<file path="src/hw/rtl/bius_pkg.sv">
// shared constants, widths, register and opcode codes, divider handshake types
package bius_pkg;

	localparam int MAX_SMALL_WIDTH  = 64;
	localparam int MAX_SMALL_HEIGHT = 64;
	localparam int MAX_SCALE        = 16;

	localparam int COORD_W     = 10;
	localparam int PIX_W       = 8;
	localparam int SCALE_CFG_W = 5;
	localparam int SIZE_CFG_W  = 7;
	localparam int CFG_DATA_W  = 7;
	localparam int CFG_IDX_W   = 2;

	localparam logic [CFG_IDX_W-1:0] REG_SCALE  = 2'd0;
	localparam logic [CFG_IDX_W-1:0] REG_WIDTH  = 2'd1;
	localparam logic [CFG_IDX_W-1:0] REG_HEIGHT = 2'd2;

	localparam logic OP_LOAD   = 1'b0;
	localparam logic OP_INTERP = 1'b1;

	localparam logic [SCALE_CFG_W-1:0] SCALE_RESET  = 5'd2;
	localparam logic [SIZE_CFG_W-1:0]  WIDTH_RESET  = 7'd64;
	localparam logic [SIZE_CFG_W-1:0]  HEIGHT_RESET = 7'd64;

	localparam int SCALE_W = $clog2(MAX_SCALE + 1);
	localparam int XW      = $clog2(MAX_SMALL_WIDTH);
	localparam int YW      = $clog2(MAX_SMALL_HEIGHT);
	localparam int WCNT_W  = $clog2(MAX_SMALL_WIDTH + 1);
	localparam int HCNT_W  = $clog2(MAX_SMALL_HEIGHT + 1);
	localparam int DEPTH   = MAX_SMALL_WIDTH * MAX_SMALL_HEIGHT;
	localparam int ADDR_W  = $clog2(DEPTH);

	localparam int WT_W   = $clog2(MAX_SCALE * MAX_SCALE + 1);
	localparam int ACC_W  = $clog2(((1 << PIX_W) - 1) * MAX_SCALE * MAX_SCALE + 1);
	localparam int LIMX_W = $clog2(MAX_SMALL_WIDTH * MAX_SCALE + 1);
	localparam int LIMY_W = $clog2(MAX_SMALL_HEIGHT * MAX_SCALE + 1);
	localparam int LIM_W  = (LIMX_W > LIMY_W) ? LIMX_W : LIMY_W;
	localparam int CMP_W  = (LIM_W > COORD_W) ? LIM_W : COORD_W;

	localparam int DIV_N = (ACC_W > COORD_W) ? ACC_W : COORD_W;
	localparam int DIV_D = WT_W;
	localparam int DCNT_W = $clog2(DIV_N + 1);

	typedef struct packed {
		logic             start;
		logic [DIV_N-1:0] dividend;
		logic [DIV_D-1:0] divisor;
	} div_req_t;

	typedef struct packed {
		logic             done;
		logic [DIV_N-1:0] quot;
		logic [DIV_D-1:0] remainder;
	} div_rsp_t;

endpackage

</file>
<file path="src/hw/rtl/bius_div.sv">
// restoring divider, one quotient bit per cycle
module bius_div (
	input  logic              clk,
	input  logic              arst_n,
	input  bius_pkg::div_req_t req,
	output bius_pkg::div_rsp_t rsp
);

	logic [bius_pkg::DIV_N-1:0]  quo_q;
	logic [bius_pkg::DIV_D-1:0]  rem_q;
	logic [bius_pkg::DIV_D-1:0]  div_q;
	logic [bius_pkg::DCNT_W-1:0] cnt_q;
	logic                        run_q;
	logic                        done_q;

	logic [bius_pkg::DIV_D:0]   shifted;
	logic [bius_pkg::DIV_D+1:0] diff;
	logic                       neg;

	assign shifted = {rem_q, quo_q[bius_pkg::DIV_N-1]};
	assign diff    = {1'b0, shifted} - {2'b00, div_q};
	assign neg     = diff[bius_pkg::DIV_D+1];

	always_ff @(posedge clk or negedge arst_n) begin
		if (!arst_n) begin
			run_q  <= 1'b0;
			done_q <= 1'b0;
			cnt_q  <= '0;
		end else if (req.start) begin
			run_q  <= 1'b1;
			done_q <= 1'b0;
			cnt_q  <= bius_pkg::DCNT_W'(bius_pkg::DIV_N);
		end else if (run_q) begin
			cnt_q <= cnt_q - 1'b1;
			if (cnt_q == bius_pkg::DCNT_W'(1)) begin
				run_q  <= 1'b0;
				done_q <= 1'b1;
			end
		end else begin
			done_q <= 1'b0;
		end
	end

	always_ff @(posedge clk) begin
		if (req.start) begin
			quo_q <= req.dividend;
			rem_q <= '0;
			div_q <= req.divisor;
		end else if (run_q) begin
			quo_q <= {quo_q[bius_pkg::DIV_N-2:0], ~neg};
			rem_q <= neg ? shifted[bius_pkg::DIV_D-1:0] : diff[bius_pkg::DIV_D-1:0];
		end
	end

	assign rsp.done      = done_q;
	assign rsp.quot      = quo_q;
	assign rsp.remainder = rem_q;

endmodule
</file>
<file path="config.mk">
export PLATFORM = sky130hd
export DESIGN_NAME = bius_div
export DESIGN_NICKNAME = d
export VERILOG_FILES = /design/src/hw/rtl/bius_pkg.sv /design/src/hw/rtl/bius_div.sv
export SDC_FILE = /design/constraint.sdc
export NUM_CORES = 1
export LEC_CHECK = 0
export BUFFER_PORTS_ARGS = -buffer_cell sky130_fd_sc_hd__buf_2
export CORE_MARGIN = 2
export CORE_UTILIZATION = 35
export DETAILED_ROUTE_END_ITERATION = 10
export PLACE_DENSITY = 0.66
export SLEW_MARGIN = 20
export SYNTH_ARGS = -nofsm -noshare
export SYNTH_HDL_FRONTEND = slang
export SYNTH_SLANG_ARGS = --single-unit
</file>
<file path="constraint.sdc">
create_clock -name clk -period 2.25 [get_ports clk]
set_input_delay 0.1125 -clock clk [delete_from_list [all_inputs] [get_ports clk]]
set_output_delay 0.1125 -clock clk [all_outputs]
set_load 0.01 [all_outputs]
</file>
==> summary.md <==
### Timing
- period utilisation layout: 98.1%
- total negative slack: 0 ns
- Final Hold Fails: 0
- min cycle time layout: 2.21 ns
- total count of max-transition violations in the final report: 0
- final setup skew: 0.00975 ns
- unrepaired setup endpoints after global routing: true
- maximum clock frequency: 0.453 GHz
- Slew HR: 70.5%
- smallest setup slack after layout: 0.0431 ns
- # setup viols final: 0
- slew at the pin closest to its max-slew limit: 0.442 ns
- Hold Worst Slack: 0.110 ns

### Die
- die extent in y: 82.1 um
- placeable core region: 0.00592 sq mm
- row cnt: 28
- x dimension of the die: 82.1 um
- starting utilization of the core area: 36.1%
- Total Die Area: 0.00674 sq mm
- I/O pin total: 54

### Synthesis
- Seq/Total Area, Yosys: 51.8%
- Post-synth EDFFs: 25
- Post-Synthesis Mean Instance Area: 11.5 sq um
- Post-synth ARST share: 17.1%
- synth unique cells: 45
- main flop type after synthesis: sky130_fd_sc_hd__edfxtp_1
- number of nets produced by synthesis: 225
- number of instances in the synthesized netlist: 185
- synthesis warning total: 0
- number of synthesized register bits: 41
- cell area after technology mapping: 0.00214 sq mm

### Clocking
- CTS sink count: 41
- clk root buf: sky130_fd_sc_hd__clkbuf_8
- depth of the CTS H-tree: 2
- insertion delay of the later-clocked pin in the worst-skew pair: 0.30 ns
- clock buffers created by TritonCTS: 5
- clock tree buffer depth: 2
- Clock Pin Slew Worst Setup and Hold Paths: 0.09 ns
- clock tree from TritonCTS: built

### Flow run
- max_cap viols: 0

### Routing
- detailed-route via count: 1624
- Vias per Instance: 4.91
- wire length per cell after detailed routing: 13.6 um
- count of TritonRoute iterations in the first routing pass: 4
- total detailed-routing wirelength: 4510 um
- # DRC: 0
- antenna-violating nets left: 0
- initial DRC count: 115

### Global route
- GRT overflow: 0
- total routing usage reported by global routing: 14.4%
- via count of the first global-routing pass: 1591
- initial antenna violation count: 0
- largest net degree at the start of global routing: 38
- first-pass GRT wire length: 7340 um

### Pwr
- leakage power summed over all cells: 1.22 nW
- power per standard cell area: 1060 mW/mm^2
- worst-case vdd ir drop: 0.000395 V
- Power, Total: 0.00291 W

### Setup path
- launch point of the worst reg-to-reg path: quo_q[15]$_DFFE_PP_
- library cell contributing the largest single delay on the critical path: sky130_fd_sc_hd__or4_1
- register-to-register setup slack: 0.04 ns
- required time of the worst setup path: 2.44 ns
- Cell Chain, Critical Path: inv_2 -> ha_4 -> inv_2 -> fa_2 -> a21o_4 -> nand4_4 -> a21oi_2 -> or4_1 -> a32o_1
- launching element type of the critical path: flop
- stage delay of the slowest cell on the critical path: 0.47 ns
- Setup crit end kind: flop
- r2r endpoint: rem_q[8]$_SDFFE_PP0P_
- count of cells along the worst register-to-register path: 9
- cell mode on critical path: sky130_fd_sc_hd__inv_2
- maximum fanout encountered on the critical timing path: 5
- critical path class: flop to flop
- arrival time at the worst endpoint: 2.40 ns

### Cells and area
- nets@finish: 295
- antenna cell count: 0
- finished layout cell area: 0.00276 sq mm
- area growth from synthesis to layout: 29.2%
- number of filler cells placed in the layout: 551
- share of final-layout standard cells stronger than drive strength 1: 36.7%

### Worst hold path
- path type of the worst min-delay path: primary input to flop
- terminating pin of the worst hold path: quo_q[10]$_DFFE_PP_
- Hold Crit Start: req[19]
- Hold Path Stages: 2

### Place
- quantity of I/O buffers inserted on ports: 53
- Final HPWL DP: 3200 um
- dpl cell area: 0.00250 sq mm
- routability-driven placement congestion ratio: 0.776
- worst slack at placement: 0.0164 ns

### Outcome
- outcome: completed

==> per-layer routing <==
layer	vias to the layer above	track usage (%)	wire length [um]
met5	-	0	0
met4	0	5.00	72
met3	6	3.15	195
met2	39	23.6	2140
met1	752	18.9	2100
li1	827	-	-
==> timing repair <==
| action | 4_1_cts | 5_1_grt |
|---|---|---|
| endpoints found under the hold margin | 16 | 0 |
| gates resized for setup | 1 | 8 |
| hold buffers | 10 | 0 |
| endpoints found under the setup margin | 1 | 5 |
| pin swaps | 1 | 8 |
| setup buffers | 0 | 2 |
==> synth_stat cells (4+ instances only) <==
master,instances,area (sq um)
sky130_fd_sc_hd__nor2_1,13,48.8
sky130_fd_sc_hd__edfxtp_1,25,751
sky130_fd_sc_hd__ha_1,11,138
sky130_fd_sc_hd__dfrtp_1,7,175
sky130_fd_sc_hd__a21oi_1,7,35.0
sky130_fd_sc_hd__dfxtp_1,9,180
sky130_fd_sc_hd__clkbuf_1,5,18.8
sky130_fd_sc_hd__a21o_1,5,37.5
sky130_fd_sc_hd__o21ai_0,5,25.0
sky130_fd_sc_hd__nand3_1,5,25.0
sky130_fd_sc_hd__xnor2_1,5,43.8
sky130_fd_sc_hd__nand2_1,9,33.8
sky130_fd_sc_hd__inv_1,15,56.3
sky130_fd_sc_hd__mux2_2,16,180
sky130_fd_sc_hd__nand2b_1,4,25.0
sky130_fd_sc_hd__a311oi_1,4,35.0
==> power by group <==
| part | total [W] | switching (W) | internal [W] |
|---|---|---|---|
| sequential | 0.00114 | 0.000155 | 0.000986 |
| combinational | 0.00118 | 0.000613 | 0.000562 |
| clock | 0.000596 | 0.000263 | 0.000333 |
| total | 0.00291 | 0.00103 | 0.00188 |
==> worst max path at each step <==
stage                                   start                    end  slack [ns]  cells after the start
after CTS                 quo_q[15]$_DFFE_PP_  rem_q[8]$_SDFFE_PP0P_        0.03                      9
final                     quo_q[15]$_DFFE_PP_  rem_q[8]$_SDFFE_PP0P_        0.04                      9
after floorplan           quo_q[15]$_DFFE_PP_     quo_q[0]$_DFFE_PP_        0.03                     10
after detailed placement  quo_q[15]$_DFFE_PP_  rem_q[8]$_SDFFE_PP0P_        0.02                      9
after global placement    quo_q[15]$_DFFE_PP_  rem_q[8]$_SDFFE_PP0P_        0.05                      9
after global routing      quo_q[15]$_DFFE_PP_  rem_q[8]$_SDFFE_PP0P_       -0.06                      9
==> per-stage QoR <==
stage | utilization [%] | std cells
5_1_grt | 46.6 | 331
6_report | 46.6 | 331
2_1_floorplan | - | 185
3_3_place_gp | 42.2 | 311
3_5_place_dp | 42.2 | 311
4_1_cts | 45.8 | 329
==> area by class of cell <==
cell class	count	area, sq um	area share, %
multi-input combinational	121	963	34.9
timing repair buffer	71	429	15.5
clock buffer	6	72.6	2.63
inverter	15	56.3	2.04
sequential	41	1110	40.1
clock inverter	2	38.8	1.41
tap	75	93.8	3.40
==> flip-flops by register name (all words and copies together), names as in the netlist <==
register / count
run_q: 1
quo_q: 16
div_q: 9
rem_q: 9
done_q: 1
cnt_q: 5
==> cell families (layout without fill, tap and decap cells) <==
group | after synthesis | count (layout) | share of synthesized area, %
compound gates | 37 | 37 | 12.5
xor+xnor | 6 | 6 | 2.46
fa+ha+maj | 12 | 12 | 7.38
buf+inv | 23 | 94 | 4.57
flops | 41 | 41 | 51.8
mux | 16 | 16 | 8.44
simple gates | 50 | 50 | 12.9
==> cell usage in the layout, fill, tap and decap left out, types with 4 or more instances in the layout <==
cell type and instances:
sky130_fd_sc_hd__o21ai_0 5, sky130_fd_sc_hd__nand3_1 5, sky130_fd_sc_hd__ha_1 10, sky130_fd_sc_hd__dfrtp_1 7
sky130_fd_sc_hd__a21oi_1 6, sky130_fd_sc_hd__xnor2_1 5, sky130_fd_sc_hd__dlygate4sd3_1 10, sky130_fd_sc_hd__edfxtp_1 25
sky130_fd_sc_hd__clkbuf_8 5, sky130_fd_sc_hd__nand2b_1 4, sky130_fd_sc_hd__buf_2 53, sky130_fd_sc_hd__mux2_2 16
sky130_fd_sc_hd__nor2_1 13, sky130_fd_sc_hd__inv_1 13, sky130_fd_sc_hd__nand2_1 9, sky130_fd_sc_hd__buf_4 7
sky130_fd_sc_hd__dfxtp_1 9, sky130_fd_sc_hd__a21o_1 5
==> worst max-delay path, delay by kind of cell, from the launching register on <==
family	cells	cell delay [ns]
flops	1	0.40
compound gates	3	0.50
buf+inv	2	0.12
simple gates	2	0.58
fa+ha+maj	2	0.50
No activity file was read; power rests on OpenSTA's default activity.
